[config.mk]
export PLATFORM = sky130hd
export DESIGN_NAME = priority_scheduler_with_delays_unit
export DESIGN_NICKNAME = d
export VERILOG_FILES = /design/src/hdl/psd_pkg.sv /design/src/hdl/psd_ram.sv /design/src/hdl/psd_ctrl.sv /design/src/hdl/psd_datapath.sv /design/src/hdl/priority_scheduler_with_delays_unit.sv
export SDC_FILE = /design/constraint.sdc
export NUM_CORES = 2
export LEC_CHECK = 0
export BUFFER_PORTS_ARGS = -buffer_cell sky130_fd_sc_hd__buf_2
export CELL_PAD_IN_SITES_DETAIL_PLACEMENT = 0
export CELL_PAD_IN_SITES_GLOBAL_PLACEMENT = 1
export CORE_MARGIN = 2
export CORE_UTILIZATION = 55
export DETAILED_ROUTE_END_ITERATION = 10
export GPL_TIMING_DRIVEN = 0
export PLACE_DENSITY_LB_ADDON = 0.1
export SYNTH_ARGS = -nofsm -noshare
export SYNTH_HDL_FRONTEND = slang
export SYNTH_SLANG_ARGS = --single-unit
export TNS_END_PERCENT = 1
[constraint.sdc]
create_clock -name clock -period 6.45 [get_ports clock]
set_clock_uncertainty 0.2 [all_clocks]
set_input_delay 0.9675 -clock clock [delete_from_list [all_inputs] [get_ports clock]]
set_output_delay 0.9675 -clock clock [all_outputs]
set_load 0.03 [all_outputs]
[src/hdl/psd_pkg.sv]
package psd_pkg;

   localparam int CMD_W  = 3;
   localparam int PRIO_W = 6;
   localparam int TICK_W = 32;
   localparam int ERR_W  = 2;

   // request commands
   localparam logic [CMD_W-1:0] CMD_TICK     = 3'd0;
   localparam logic [CMD_W-1:0] CMD_DELAY    = 3'd1;
   localparam logic [CMD_W-1:0] CMD_START    = 3'd2;
   localparam logic [CMD_W-1:0] CMD_SCHEDULE = 3'd3;
   localparam logic [CMD_W-1:0] CMD_SW_DONE  = 3'd4;

   // error codes
   localparam logic [ERR_W-1:0] ERR_OK         = 2'd0;
   localparam logic [ERR_W-1:0] ERR_START_SLOT = 2'd1;
   localparam logic [ERR_W-1:0] ERR_IDLE_DELAY = 2'd2;
   localparam logic [ERR_W-1:0] ERR_ZERO_DELAY = 2'd3;

   // controller to datapath
   typedef struct packed {
      logic capture;
      logic walk_read;
      logic walk_update;
      logic finish;
   } ctrl_cmd_type;

   // datapath to controller
   typedef struct packed {
      logic req_is_tick;
      logic out_free;
   } dp_status_type;

endpackage

[src/hdl/psd_ram.sv]
module psd_ram #(
   parameter int WIDTH = 32,
   parameter int DEPTH = 32
) (
   input  logic                                    clock,
   input  logic                                    wr_en,
   input  logic [((DEPTH > 1) ? $clog2(DEPTH) : 1)-1:0] wr_addr,
   input  logic [WIDTH-1:0]                        wr_data,
   input  logic                                    rd_en,
   input  logic [((DEPTH > 1) ? $clog2(DEPTH) : 1)-1:0] rd_addr,
   output logic [WIDTH-1:0]                        rd_data
);

   logic [WIDTH-1:0] mem_ff [DEPTH];
   logic [WIDTH-1:0] rd_data_ff;

   always_ff @(posedge clock) begin
      if (wr_en) begin
         mem_ff[wr_addr] <= wr_data;
      end
      if (rd_en) begin
         rd_data_ff <= mem_ff[rd_addr];
      end
   end

   assign rd_data = rd_data_ff;

endmodule

[src/hdl/psd_ctrl.sv]
module psd_ctrl
   import psd_pkg::*;
#(
   parameter int THREAD_SLOTS = 32
) (
   input  logic                                clock,
   input  logic                                reset,
   input  logic                                req_valid,
   output logic                                req_stall,
   input  dp_status_type                       status,
   output ctrl_cmd_type                        cmd,
   output logic [$clog2(THREAD_SLOTS+1)-1:0]   walk_cnt
);

   localparam int CW = $clog2(THREAD_SLOTS + 1);

   typedef enum logic [2:0] {
      ST_IDLE   = 3'b001,
      ST_WALK   = 3'b010,
      ST_FINISH = 3'b100
   } state_type;

   state_type       state_ff, state_in;
   logic [CW-1:0]   cnt_ff, cnt_in;
   logic            accept;
   logic            walk_last;

   assign req_stall = (state_ff != ST_IDLE);
   assign accept    = req_valid && !req_stall;
   assign walk_last = (cnt_ff == CW'(THREAD_SLOTS));

   always_comb begin
      state_in = state_ff;
      cnt_in   = cnt_ff;
      unique case (state_ff)
         ST_IDLE: begin
            cnt_in = '0;
            if (accept) begin
               state_in = status.req_is_tick ? ST_WALK : ST_FINISH;
            end
         end
         ST_WALK: begin
            cnt_in = cnt_ff + CW'(1);
            if (walk_last) begin
               state_in = ST_FINISH;
            end
         end
         ST_FINISH: begin
            if (status.out_free) begin
               state_in = ST_IDLE;
            end
         end
         default: begin
            state_in = ST_IDLE;
         end
      endcase
   end

   always_ff @(posedge clock) begin
      if (reset) begin
         state_ff <= ST_IDLE;
         cnt_ff   <= '0;
      end else begin
         state_ff <= state_in;
         cnt_ff   <= cnt_in;
      end
   end

   // read slot cnt, update slot cnt-1 from the registered read
   assign cmd.capture     = accept;
   assign cmd.walk_read   = (state_ff == ST_WALK) && !walk_last;
   assign cmd.walk_update = (state_ff == ST_WALK) && (cnt_ff != '0);
   assign cmd.finish      = (state_ff == ST_FINISH) && status.out_free;
   assign walk_cnt        = cnt_ff;

   a_walk_ends: assert property (@(posedge clock) disable iff (reset)
      (state_ff == ST_WALK) && walk_last |=> (state_ff == ST_FINISH))
      else $error("walk did not end in finish");

   a_tick_walks: assert property (@(posedge clock) disable iff (reset)
      accept && status.req_is_tick |=> (state_ff == ST_WALK) && (cnt_ff == '0))
      else $error("tick did not start a walk at slot zero");

   a_finish_idle: assert property (@(posedge clock) disable iff (reset)
      cmd.finish |=> (state_ff == ST_IDLE))
      else $error("finish did not return to idle");

endmodule

[src/hdl/psd_datapath.sv]
module psd_datapath
   import psd_pkg::*;
#(
   parameter int THREAD_SLOTS = 32
) (
   input  logic                                clock,
   input  logic                                reset,
   input  ctrl_cmd_type                        cmd,
   output dp_status_type                       status,
   input  logic [$clog2(THREAD_SLOTS+1)-1:0]   walk_cnt,
   input  logic [CMD_W-1:0]                    req_command,
   input  logic [PRIO_W-1:0]                   req_priority_req,
   input  logic [TICK_W-1:0]                   req_ticks,
   output logic                                rsp_valid,
   input  logic                                rsp_stall,
   output logic [PRIO_W-1:0]                   rsp_next_priority,
   output logic                                rsp_switch_request,
   output logic [ERR_W-1:0]                    rsp_error
);

   localparam int CW = $clog2(THREAD_SLOTS + 1);
   localparam int AW = (THREAD_SLOTS > 1) ? $clog2(THREAD_SLOTS) : 1;

   // highest set slot, 1-based, 0 when empty
   function automatic logic [PRIO_W-1:0] top_slot(input logic [THREAD_SLOTS-1:0] map);
      logic [PRIO_W-1:0] p;
      p = '0;
      for (int i = 0; i < THREAD_SLOTS; i++) begin
         if (map[i]) begin
            p = PRIO_W'(i + 1);
         end
      end
      return p;
   endfunction

   logic [CMD_W-1:0]          cmd_ff;
   logic [PRIO_W-1:0]         prio_ff;
   logic [TICK_W-1:0]         ticks_ff;

   logic [THREAD_SLOTS-1:0]   ready_ff, ready_in;
   logic [THREAD_SLOTS-1:0]   delayed_ff, delayed_in;
   logic [THREAD_SLOTS:0]     started_ff, started_in;
   logic [PRIO_W-1:0]         cur_ff, cur_in;
   logic                      cur_valid_ff, cur_valid_in;
   logic [PRIO_W-1:0]         chosen_ff, chosen_in;

   logic                      rsp_valid_ff, rsp_valid_in;
   logic [PRIO_W-1:0]         rsp_next_ff;
   logic                      rsp_sw_ff;
   logic [ERR_W-1:0]          rsp_err_ff;
   logic                      res_sw;
   logic [ERR_W-1:0]          res_err;

   logic                      ram_we;
   logic [AW-1:0]             ram_waddr;
   logic [TICK_W-1:0]         ram_wdata;
   logic [TICK_W-1:0]         ram_rdata;
   logic [AW-1:0]             ram_raddr;

   logic [CW-1:0]             walk_prev;
   logic [AW-1:0]             walk_idx;
   logic [TICK_W-1:0]         walk_dec;
   logic [AW-1:0]             cur_idx;
   logic [AW-1:0]             start_idx;
   logic                      delay_idle;
   logic                      start_bad;
   logic [THREAD_SLOTS-1:0]   ready_del;
   logic [THREAD_SLOTS-1:0]   sched_map;
   logic [PRIO_W-1:0]         sched_top;
   logic                      sched_valid;
   logic                      sched_sw;
   logic                      chosen_valid;

   assign status.req_is_tick = (req_command == CMD_TICK);
   assign status.out_free    = !rsp_valid_ff || !rsp_stall;

   always_ff @(posedge clock) begin
      if (cmd.capture) begin
         cmd_ff   <= req_command;
         prio_ff  <= req_priority_req;
         ticks_ff <= req_ticks;
      end
   end

   assign walk_prev = walk_cnt - CW'(1);
   assign walk_idx  = walk_prev[AW-1:0];
   assign ram_raddr = walk_cnt[AW-1:0];
   assign walk_dec  = ram_rdata - TICK_W'(1);

   assign cur_idx    = AW'(cur_ff - PRIO_W'(1));
   assign start_idx  = AW'(prio_ff - PRIO_W'(1));
   assign delay_idle = !cur_valid_ff || (cur_ff == '0) || (cur_ff > PRIO_W'(THREAD_SLOTS));
   assign start_bad  = (prio_ff > PRIO_W'(THREAD_SLOTS)) ? 1'b1 : started_ff[prio_ff[CW-1:0]];

   always_comb begin
      ready_del          = ready_ff;
      ready_del[cur_idx] = 1'b0;
   end

   assign sched_map    = (cmd_ff == CMD_DELAY) ? ready_del : ready_ff;
   assign sched_top    = top_slot(sched_map);
   assign sched_valid  = (sched_top != '0) || started_ff[0];
   assign sched_sw     = !((!sched_valid && !cur_valid_ff) ||
                           (sched_valid && cur_valid_ff && (cur_ff == sched_top)));
   assign chosen_valid = (chosen_ff != '0) || started_ff[0];

   always_comb begin
      ready_in     = ready_ff;
      delayed_in   = delayed_ff;
      started_in   = started_ff;
      cur_in       = cur_ff;
      cur_valid_in = cur_valid_ff;
      chosen_in    = chosen_ff;
      ram_we       = 1'b0;
      ram_waddr    = walk_idx;
      ram_wdata    = walk_dec;
      res_sw       = 1'b0;
      res_err      = ERR_OK;

      // timeout countdown, one slot per cycle
      if (cmd.walk_update && delayed_ff[walk_idx]) begin
         ram_we = 1'b1;
         if (walk_dec == '0) begin
            ready_in[walk_idx]   = 1'b1;
            delayed_in[walk_idx] = 1'b0;
         end
      end

      if (cmd.finish) begin
         unique case (cmd_ff)
            CMD_DELAY: begin
               if (delay_idle) begin
                  res_err = ERR_IDLE_DELAY;
               end else if (ticks_ff == '0) begin
                  res_err = ERR_ZERO_DELAY;
               end else begin
                  ram_we              = 1'b1;
                  ram_waddr           = cur_idx;
                  ram_wdata           = ticks_ff;
                  ready_in            = ready_del;
                  delayed_in[cur_idx] = 1'b1;
                  chosen_in           = sched_top;
                  res_sw              = sched_sw;
               end
            end
            CMD_START: begin
               if (start_bad) begin
                  res_err = ERR_START_SLOT;
               end else begin
                  started_in[prio_ff[CW-1:0]] = 1'b1;
                  if (prio_ff != '0) begin
                     ready_in[start_idx] = 1'b1;
                  end
               end
            end
            CMD_SCHEDULE: begin
               chosen_in = sched_top;
               res_sw    = sched_sw;
            end
            CMD_SW_DONE: begin
               cur_in       = chosen_ff;
               cur_valid_in = chosen_valid;
            end
            default: begin
               // tick work is done by the walk, unused codes do nothing
            end
         endcase
      end
   end

   always_comb begin
      rsp_valid_in = rsp_valid_ff && rsp_stall;
      if (cmd.finish) begin
         rsp_valid_in = 1'b1;
      end
   end

   always_ff @(posedge clock) begin
      if (reset) begin
         ready_ff     <= '0;
         delayed_ff   <= '0;
         started_ff   <= '0;
         cur_ff       <= '0;
         cur_valid_ff <= 1'b0;
         chosen_ff    <= '0;
         rsp_valid_ff <= 1'b0;
      end else begin
         ready_ff     <= ready_in;
         delayed_ff   <= delayed_in;
         started_ff   <= started_in;
         cur_ff       <= cur_in;
         cur_valid_ff <= cur_valid_in;
         chosen_ff    <= chosen_in;
         rsp_valid_ff <= rsp_valid_in;
      end
   end

   always_ff @(posedge clock) begin
      if (cmd.finish) begin
         rsp_next_ff <= top_slot(ready_in);
         rsp_sw_ff   <= res_sw;
         rsp_err_ff  <= res_err;
      end
   end

   psd_ram #(
      .WIDTH (TICK_W),
      .DEPTH (THREAD_SLOTS)
   ) u_timeouts (
      .clock   (clock),
      .wr_en   (ram_we),
      .wr_addr (ram_waddr),
      .wr_data (ram_wdata),
      .rd_en   (cmd.walk_read),
      .rd_addr (ram_raddr),
      .rd_data (ram_rdata)
   );

   assign rsp_valid          = rsp_valid_ff;
   assign rsp_next_priority  = rsp_next_ff;
   assign rsp_switch_request = rsp_sw_ff;
   assign rsp_error          = rsp_err_ff;

   a_ready_delayed_apart: assert property (@(posedge clock) disable iff (reset)
      (ready_ff & delayed_ff) == '0)
      else $error("slot both ready and delayed");

   a_waiting_started: assert property (@(posedge clock) disable iff (reset)
      ((ready_ff | delayed_ff) & ~started_ff[THREAD_SLOTS:1]) == '0)
      else $error("ready or delayed slot was never started");

   a_chosen_in_range: assert property (@(posedge clock) disable iff (reset)
      chosen_ff <= PRIO_W'(THREAD_SLOTS))
      else $error("chosen slot out of range");

endmodule

[src/hdl/priority_scheduler_with_delays_unit.sv]
// Bitmap priority scheduler with tick delays. Slots 1..THREAD_SLOTS are
// threads (higher number wins), slot 0 is the idle thread. Each request
// carries a command (tick, delay current, start, schedule, switch done) and
// gives exactly one response with the highest ready slot, a switch flag and
// an error code. A tick request walks through the timeout memory before
// its response, reading one timeout and writing back one decremented
// timeout per cycle; every other request goes straight to its response.
// One request is in work at a time; a finished response sits in an output
// register, so a new request is taken while the previous response waits.
// Timeouts need no clearing after reset, since a slot's timeout is written
// before it is ever counted down.
module priority_scheduler_with_delays_unit
   import psd_pkg::*;
#(
   parameter int THREAD_SLOTS = 32
) (
   input  logic                clock,
   input  logic                reset,
   // request channel
   input  logic                req_valid,
   output logic                req_stall,
   input  logic [CMD_W-1:0]    req_command,
   input  logic [PRIO_W-1:0]   req_priority_req,
   input  logic [TICK_W-1:0]   req_ticks,
   // response channel
   output logic                rsp_valid,
   input  logic                rsp_stall,
   output logic [PRIO_W-1:0]   rsp_next_priority,
   output logic                rsp_switch_request,
   output logic [ERR_W-1:0]    rsp_error
);

   localparam int CW = $clog2(THREAD_SLOTS + 1);

   // command and status between the sequencer and the datapath
   ctrl_cmd_type    cmd;
   dp_status_type   status;
   logic [CW-1:0]   walk_cnt;

   // sequencer: idle, timeout walk, finish
   psd_ctrl #(
      .THREAD_SLOTS (THREAD_SLOTS)
   ) u_ctrl (
      .clock     (clock),
      .reset     (reset),
      .req_valid (req_valid),
      .req_stall (req_stall),
      .status    (status),
      .cmd       (cmd),
      .walk_cnt  (walk_cnt)
   );

   // bitmaps, running thread, timeout memory and response register
   psd_datapath #(
      .THREAD_SLOTS (THREAD_SLOTS)
   ) u_datapath (
      .clock              (clock),
      .reset              (reset),
      .cmd                (cmd),
      .status             (status),
      .walk_cnt           (walk_cnt),
      .req_command        (req_command),
      .req_priority_req   (req_priority_req),
      .req_ticks          (req_ticks),
      .rsp_valid          (rsp_valid),
      .rsp_stall          (rsp_stall),
      .rsp_next_priority  (rsp_next_priority),
      .rsp_switch_request (rsp_switch_request),
      .rsp_error          (rsp_error)
   );

endmodule

# Word level (Yosys, flattened, before mapping)
# Memories as Yosys holds them, arrays and structs flattened. A register that Yosys moved wholly into a read port is not among the register bits.
# Cells that the tools add are included.
# op_classes
n_addsub	5
mul	0
div	0
order_cmp	10
n_eq_ne	15
shift	0
muxes	123
n_bitwise	9
n_reduce_logical	40
# ops
cell	n
32-bit 2-to-1 mux	18
5-bit 2-to-1 mux	36
32-bit bitwise OR	3
32-bit bitwise AND	2
32-bit zero test	2
4-bit 2-to-1 mux	16
32-bit NOT	2
32-bit one-hot mux with 2 select lines	1
3-bit 2-to-1 mux	12
33-bit bitwise OR	1
32-bit by 1-bit subtractor with 32-bit output, second input constant	1
6-bit one-hot mux with 2 select lines	2
6-bit nonzero test	4
1-bit 2-to-1 mux	20
5-bit by 6-bit < comparator with 1-bit output, second input constant	3
6-bit 2-to-1 mux	3
1-bit demux with 5-bit select	3
5-bit by 1-bit greater-or-equal comparator with 1-bit output, second input constant	3
5-bit by 1-bit subtractor with 5-bit output, second input constant	3
1-bit logical AND	13
6-bit > comparator, second input constant	2
2-bit 2-to-1 mux	6
3-bit by 2-bit == test with 1-bit output, second input constant	3
3-bit one-hot mux with 3 select lines	1
24 further kinds	42
# word_totals
register_bits	170
latch_bits	0
mem_bits_rw	1024
mem_bits_ro	0
in_bits	45
output_inout_bits	11
elab_cells	218
n_memories	1
# mem_list
name	words	width	rd	rd_clocked_by_memory_dff	write_ports	line	rtl
u_datapath.u_timeouts.mem_ff	32	32	1	1	1	psd_ram.sv:14	logic [WIDTH-1:0] mem_ff [DEPTH];

# Longest topological paths before layout
# logic_depth
word_depth	49
ltp_mapped	19

# Modules after synthesis
# A second synthesis with hierarchy kept.
# unflattened
cells_unflattened	3562
hier_area_um2	51534.4
# by_module_without_submodules
mod	instances	cells_each	area_per_inst_um2
psd_ram	1	2260	40812.9
psd_datapath	1	1237	10183.5
psd_ctrl	1	65	538.0

# Worst setup path before layout
# No wires, ideal clock.
# synth_timing
path_type	reg-to-reg
from	register u_ctrl.cnt_ff[1] (netlist: u_ctrl.walk_cnt[1])
to	memory u_datapath.u_timeouts.mem_ff[11][0] (enable)
arrival_ns	4.646
slack_ns	1.183
path_stages_with_launch	14
period_less_slack_ns	5.267
path_cell_list	dfxtp_1 -> clkbuf_1 -> clkbuf_1 -> buf_1 -> inv_1 -> ha_1 -> clkbuf_1 -> mux4_2 -> nand2_1 -> a32o_1 -> or3_1 -> o22ai_1 -> nand2_1 -> nor2_1
# synth_between
elab_chain_len	11
word_cells_on_any_way	17
cone_classes	add/sub (1); mux (13); reduce/logical (3)
# synth_rtl
item	line	rtl
start: declaration	psd_ctrl.sv:24	logic [CW-1:0] cnt_ff, cnt_in;
start signal: assignment	psd_ctrl.sv:65	cnt_ff <= cnt_in;
5-bit by 1-bit subtractor with 5-bit output	psd_datapath.sv:85	assign walk_prev = walk_cnt - CW'(1);
1-bit binary-select mux with 5-bit select	psd_datapath.sv:121	if (cmd.walk_update && delayed_ff[walk_idx]) begin
1-bit 2-to-1 mux (implied by the code)	psd_datapath.sv:121	
1-bit logical AND	psd_datapath.sv:121	
1-bit 2-to-1 mux	psd_datapath.sv:121	
1-bit 2-to-1 mux	psd_datapath.sv:134	end else if (ticks_ff == '0) begin
1-bit 2-to-1 mux	psd_datapath.sv:132	if (delay_idle) begin
1-bit 2-to-1 mux	psd_datapath.sv:130	unique case (cmd_ff)
1-bit 2-to-1 mux	psd_datapath.sv:129	if (cmd.finish) begin
1-bit 2-to-1 mux	psd_ram.sv:18	if (wr_en) begin
1-bit 2-to-1 mux (implied by the code)	psd_ram.sv:19	mem_ff[wr_addr] <= wr_data;
end: declaration	psd_ram.sv:14	
# Several ways; a longest one is shown, not always the timed one. The select of a mux whose other input is x is not followed.

# Final worst setup path
# layout_timing
from	register u_ctrl.cnt_ff[1] (netlist: u_ctrl.walk_cnt[1])
to	register u_datapath.rsp_next_ff[3] (netlist: u_datapath.rsp_next_priority[3]) (data pin)
# layout_between
elab_chain_len	37
word_cells_on_any_way	45
cone_classes	add/sub (1); order compare (2); mux (36); bitwise (2); reduce/logical (4)
# layout_rtl
item	line	rtl
5-bit by 1-bit subtractor with 5-bit output	psd_datapath.sv:85	
5-bit by 6-bit < comparator with 1-bit output (implied by the code) / 5-bit by 1-bit greater-or-equal comparator with 1-bit output (equally long branches)	psd_datapath.sv:124	ready_in[walk_idx] = 1'b1;
1-bit logical AND (implied by the code)	psd_datapath.sv:124	
1-bit 2-to-1 mux (implied by the code)	psd_datapath.sv:124	
1-bit demux with 5-bit select	n/a	
32-bit bitwise OR (no source line)	n/a	
32-bit 2-to-1 mux	psd_datapath.sv:123	if (walk_dec == '0) begin
32-bit 2-to-1 mux *	psd_datapath.sv:121	
32-bit bitwise OR (no source line)	n/a	
32-bit 2-to-1 mux	psd_datapath.sv:151	if (prio_ff != '0) begin
32-bit 2-to-1 mux	psd_datapath.sv:147	if (start_bad) begin
32-bit one-hot mux with 2 select lines	psd_datapath.sv:130	
32-bit 2-to-1 mux *	psd_datapath.sv:129	
4-bit 2-to-1 mux (8 in series)	psd_datapath.sv:29	if (map[i]) begin
5-bit 2-to-1 mux (16 in series)	psd_datapath.sv:29	
end signal: assignment	psd_datapath.sv:200	rsp_next_ff <= top_slot(ready_in);
end: declaration	psd_datapath.sv:48	logic [PRIO_W-1:0] rsp_next_ff;
# Every way passes the cells marked *; elsewhere a longest branch is shown, timed or not. The select of a mux whose other input is x is not followed.
# A chain may end at the register's enable or synchronous reset.

==> run_results.csv <==
group,metric,value,unit
synth,syn_area_per_cell,17.9,µm²
critical_path,worstSetupEndpointType,"flip-flop",
floorplanning,initial_core_util,0.553,
floorplanning,die_x,307,µm
synth,synth_enable_flop_cells,1106,
clocking,worst_setup_hold_path_clk_slew,0.06,ns
critical_path,required,6.69,ns
finish,non_filler_instance_count_after_layout,4348,
placed_design,cell_area_reported_after_detailed_placement,53700,µm²
timing,rsz0062_at_grt,"false",
synth,fraction_of_synthesized_cell_area_taken_by_the_top_area_cell_type,0.659,
clocking,worst_skew_pair.late_latency,0.74,ns
critical_path,cp_buf_inv_count,4,
route,vias,29124,
global_route,gr-usage-all-layers,0.320,
placed_design,port_buffers,55,
flow_run,cap_viol_max_count,0,
synth,synth-async-reset-ratio,0,
timing,maxClockFrequency,164,MHz
critical_path,timing.critical_path.fanout_max,19,
finish,areaGrowthSynthToFinish,14.4,%
floorplanning,die_height,307,µm
global_route,vias_in_the_first_global_route,29001,
placed_design,dpl.hpwl,100000,µm
clocking,clock_tree.htree_level_count,3,
clocking,holdBufCountCts,0,
pwr,power-per-cell-area,273,nW/µm²
synth,synth.yosys.warnings,0,
finish,fin_nets,3114,
route,dr.first_iter.drc_count,3881,
timing,number_of_setup_violations_in_the_final_report,0,
finish,layout-drive-gt1-share,0.254,
floorplanning,rows,111,
synth,yosys.cell_count.top_type,"edfxtp_1",
clocking,cts_tree,"done",
route,routed_via_density,6.70,
critical_path,worst-setup-path-type,"reg2reg",
route,dr.pass1.iters,5,
global_route,grt_pass1_wl,210000,µm
floorplanning,io_pins,56,
placed_design,gpl.final_weighted_congestion,0.926,
route,detail_route.wl_per_cell,34.1,µm
timing,finalHoldViolations,0,
finish,final.fill_count,6342,
timing,finalMaxSlewViolations,0,
global_route,pin_count_of_the_biggest_net_entering_global_routing,39,
finish,finish.instance_area,57700,µm²
synth,postSynthCellCount,2810,
floorplanning,core_area,91200,µm²
pwr,power.static_leakage,17.9,nW
critical_path,worst_path_max_delay_cell,"mux4_2",
global_route,initial_antenna_violation_count,2,
critical_path,setup.worst_path.start_class,"flip-flop",
floorplanning,design.die.area,94100,µm²
clocking,cts_made_buffers,121,
synth,cell_types_occupying_the_most_area_after_synthesis,"edfxtp_1 66%, mux4_2 15%, dfxtp_1 4.8%, nor2_1 1.4%, a21oi_1 1.0%",
clocking,root_buffer_master,"clkbuf_16",
critical_path,top_delay_family_on_crit_path,"buffers and inverters",
placed_design,post-place-cells,4116,
clocking,sinks_on_clock_net,1226,
timing,final.min_clock_period,6.10,ns
timing,tightest_slew,1.31,ns
synth,synth_sequential_area_ratio,0.706,
route,drcViolationCount,0,
timing,setup_slack,0.350,ns
pwr,ir_worst_vdd,321,µV
clocking,cts_buffer_depth,3,
outcome,status,"complete, no violations",
placed_design,pre_cts_slack,-1.03,ns
timing,slew-limit-headroom,0.126,
global_route,grt_overflow_total,0,
critical_path,arrival,6.34,ns
synth,netlist_top_cells_count,"1106 x edfxtp_1, 330 x mux4_2, 188 x nor2_1",
pwr,design_power_total,0.0158,W
timing,timing.setup.tns,0,ns
synth,synthDominantAreaCellType,"edfxtp_1",
timing,part_of_the_cycle_the_worst_path_needs,0.946,
critical_path,critical_path.cell_chain,"clkbuf_2 > clkbuf_4 > inv_1 > ha_1 > xor2_2 > mux4_2 > nor3b_1 > o32ai_1 > nor3b_2 > nand4_1 > clkbuf_1 > o21bai_1 > a22oi_1 > nand2_1 > nor3_1 > a21oi_1",
route,final_routed_wirelength_across_all_metal_layers,148000,µm
critical_path,timing.critical_path.slowest_cell_delay,0.66,ns
synth,synth_ff_type,"edfxtp_1",
synth,mappedNetlistNets,2867,
synth,mappedNetlistArea,50400,µm²
synth,yosysUniqueCellTypes,95,
synth,postSynthRegisterBits,1226,
route,drtAntennaViolNets,0,
min_path,timing.hold.worst.class,"in2reg",
==> layout by cell type, fill, tap and decap left out, drive strengths merged, types with 11 or more instances in the layout <==
master	instances
a21oi	106
a22o	12
a22oi	22
a31oi	25
and2	18
and3	12
buf	175
bufinv	11
clkbuf	251
clkinv	58
dfxtp	120
edfxtp	1106
ha	12
inv	39
mux2	35
mux2i	26
mux4	330
nand2	123
nand2b	17
nand3	47
nand4	20
nor2	188
nor2b	21
nor3	38
nor4	33
o211ai	12
o21a	15
o21ai	89
o31a	17
or3	19
xnor2	24
==> cell type report <==
| cell class | count | area (µm²) | share of cell area |
|---|---|---|---|
| antenna | 1 | 2.50 | 0.0000434 |
| inverter | 35 | 131 | 0.00228 |
| clock inverter | 79 | 708 | 0.0123 |
| clock buffer | 148 | 3150 | 0.0546 |
| buffer | 153 | 663 | 0.0115 |
| tap | 1186 | 1480 | 0.0257 |
| sequential | 1226 | 35600 | 0.617 |
| multi-input combinational | 1395 | 14400 | 0.250 |
| timing repair buffer | 125 | 1560 | 0.0270 |
==> report_power, final <==
group | switching [W] | internal [W] | leakage [nW]
combinational | 0.000173 | 0.0000763 | 5.12
sequential | 0.0000440 | 0.00859 | 10.9
clock | 0.00299 | 0.00390 | 1.87
total | 0.00320 | 0.0126 | 17.9
==> metrics by stage <==
stage | utilization | hold slack, ns
6_report | 0.632 | 0.226
5_1_grt | 0.632 | 0.214
4_1_cts | 0.632 | 0.186
3_5_place_dp | 0.589 | 0.249
3_3_place_gp | 0.572 | 0.244
2_1_floorplan | - | 0.222
==> what timing repair did <==
item / CTS / global route
gates cloned: 0 / 0
pin swaps: 6 / 0
resized for setup: 3 / 2
setup buffers: 5 / 0
endpoints found under the setup margin: 1051 / 43
==> kinds of logic (layout without fill, tap and decap cells) <==
family / Yosys count / in the layout / synth area share
compound gates: 366 / 366 / 0.0477
other cells: 0 / 1 / 0
flops: 1226 / 1226 / 0.706
buf+inv: 189 / 540 / 0.0156
mux: 391 / 391 / 0.160
simple gates: 592 / 592 / 0.0609
xor+xnor: 34 / 34 / 0.00620
fa+ha+maj: 12 / 12 / 0.00298
==> registers in the layout, indices dropped and copies added, names as in the netlist <==
register,flops
u_ctrl.state_ff,3
u_ctrl.walk_cnt,6
u_datapath.chosen_ff,6
u_datapath.cmd_ff,3
u_datapath.cur_ff,6
u_datapath.cur_valid_ff,1
u_datapath.delayed_ff,32
u_datapath.prio_ff,6
u_datapath.ready_ff,32
u_datapath.rsp_error,2
u_datapath.rsp_next_priority,6
u_datapath.rsp_switch_request,1
u_datapath.rsp_valid,1
u_datapath.started_ff,33
u_datapath.ticks_ff,32
u_datapath.u_timeouts.mem_ff,1024
u_datapath.u_timeouts.rd_data,32
==> layer usage <==
metal	GRT usage	up-vias	wire length, µm
li1	-	11997	-
met1	0.442	15240	57700
met2	0.510	1575	71000
met3	0.0542	310	12900
met4	0.136	2	6730
met5	0	-	11
==> final timing paths <==
path	start	slack, ns	end	cells past startpoint
setup / recovery	u_ctrl.walk_cnt[1]$_SDFFE_PP0N_	0.35	u_datapath.rsp_next_priority[3]$_SDFFCE_PP0P_	16
hold / removal	req_ticks[1]	0.23	u_datapath.ticks_ff[1]$_DFFE_PP_	1
setup reg to reg	u_ctrl.walk_cnt[1]$_SDFFE_PP0N_	0.35	u_datapath.rsp_next_priority[3]$_SDFFCE_PP0P_	16
hold reg to reg	u_datapath.started_ff[16]$_SDFFE_PP0P_	0.25	u_datapath.started_ff[16]$_SDFFE_PP0P_	2
(Power assumes the default switching activity.)
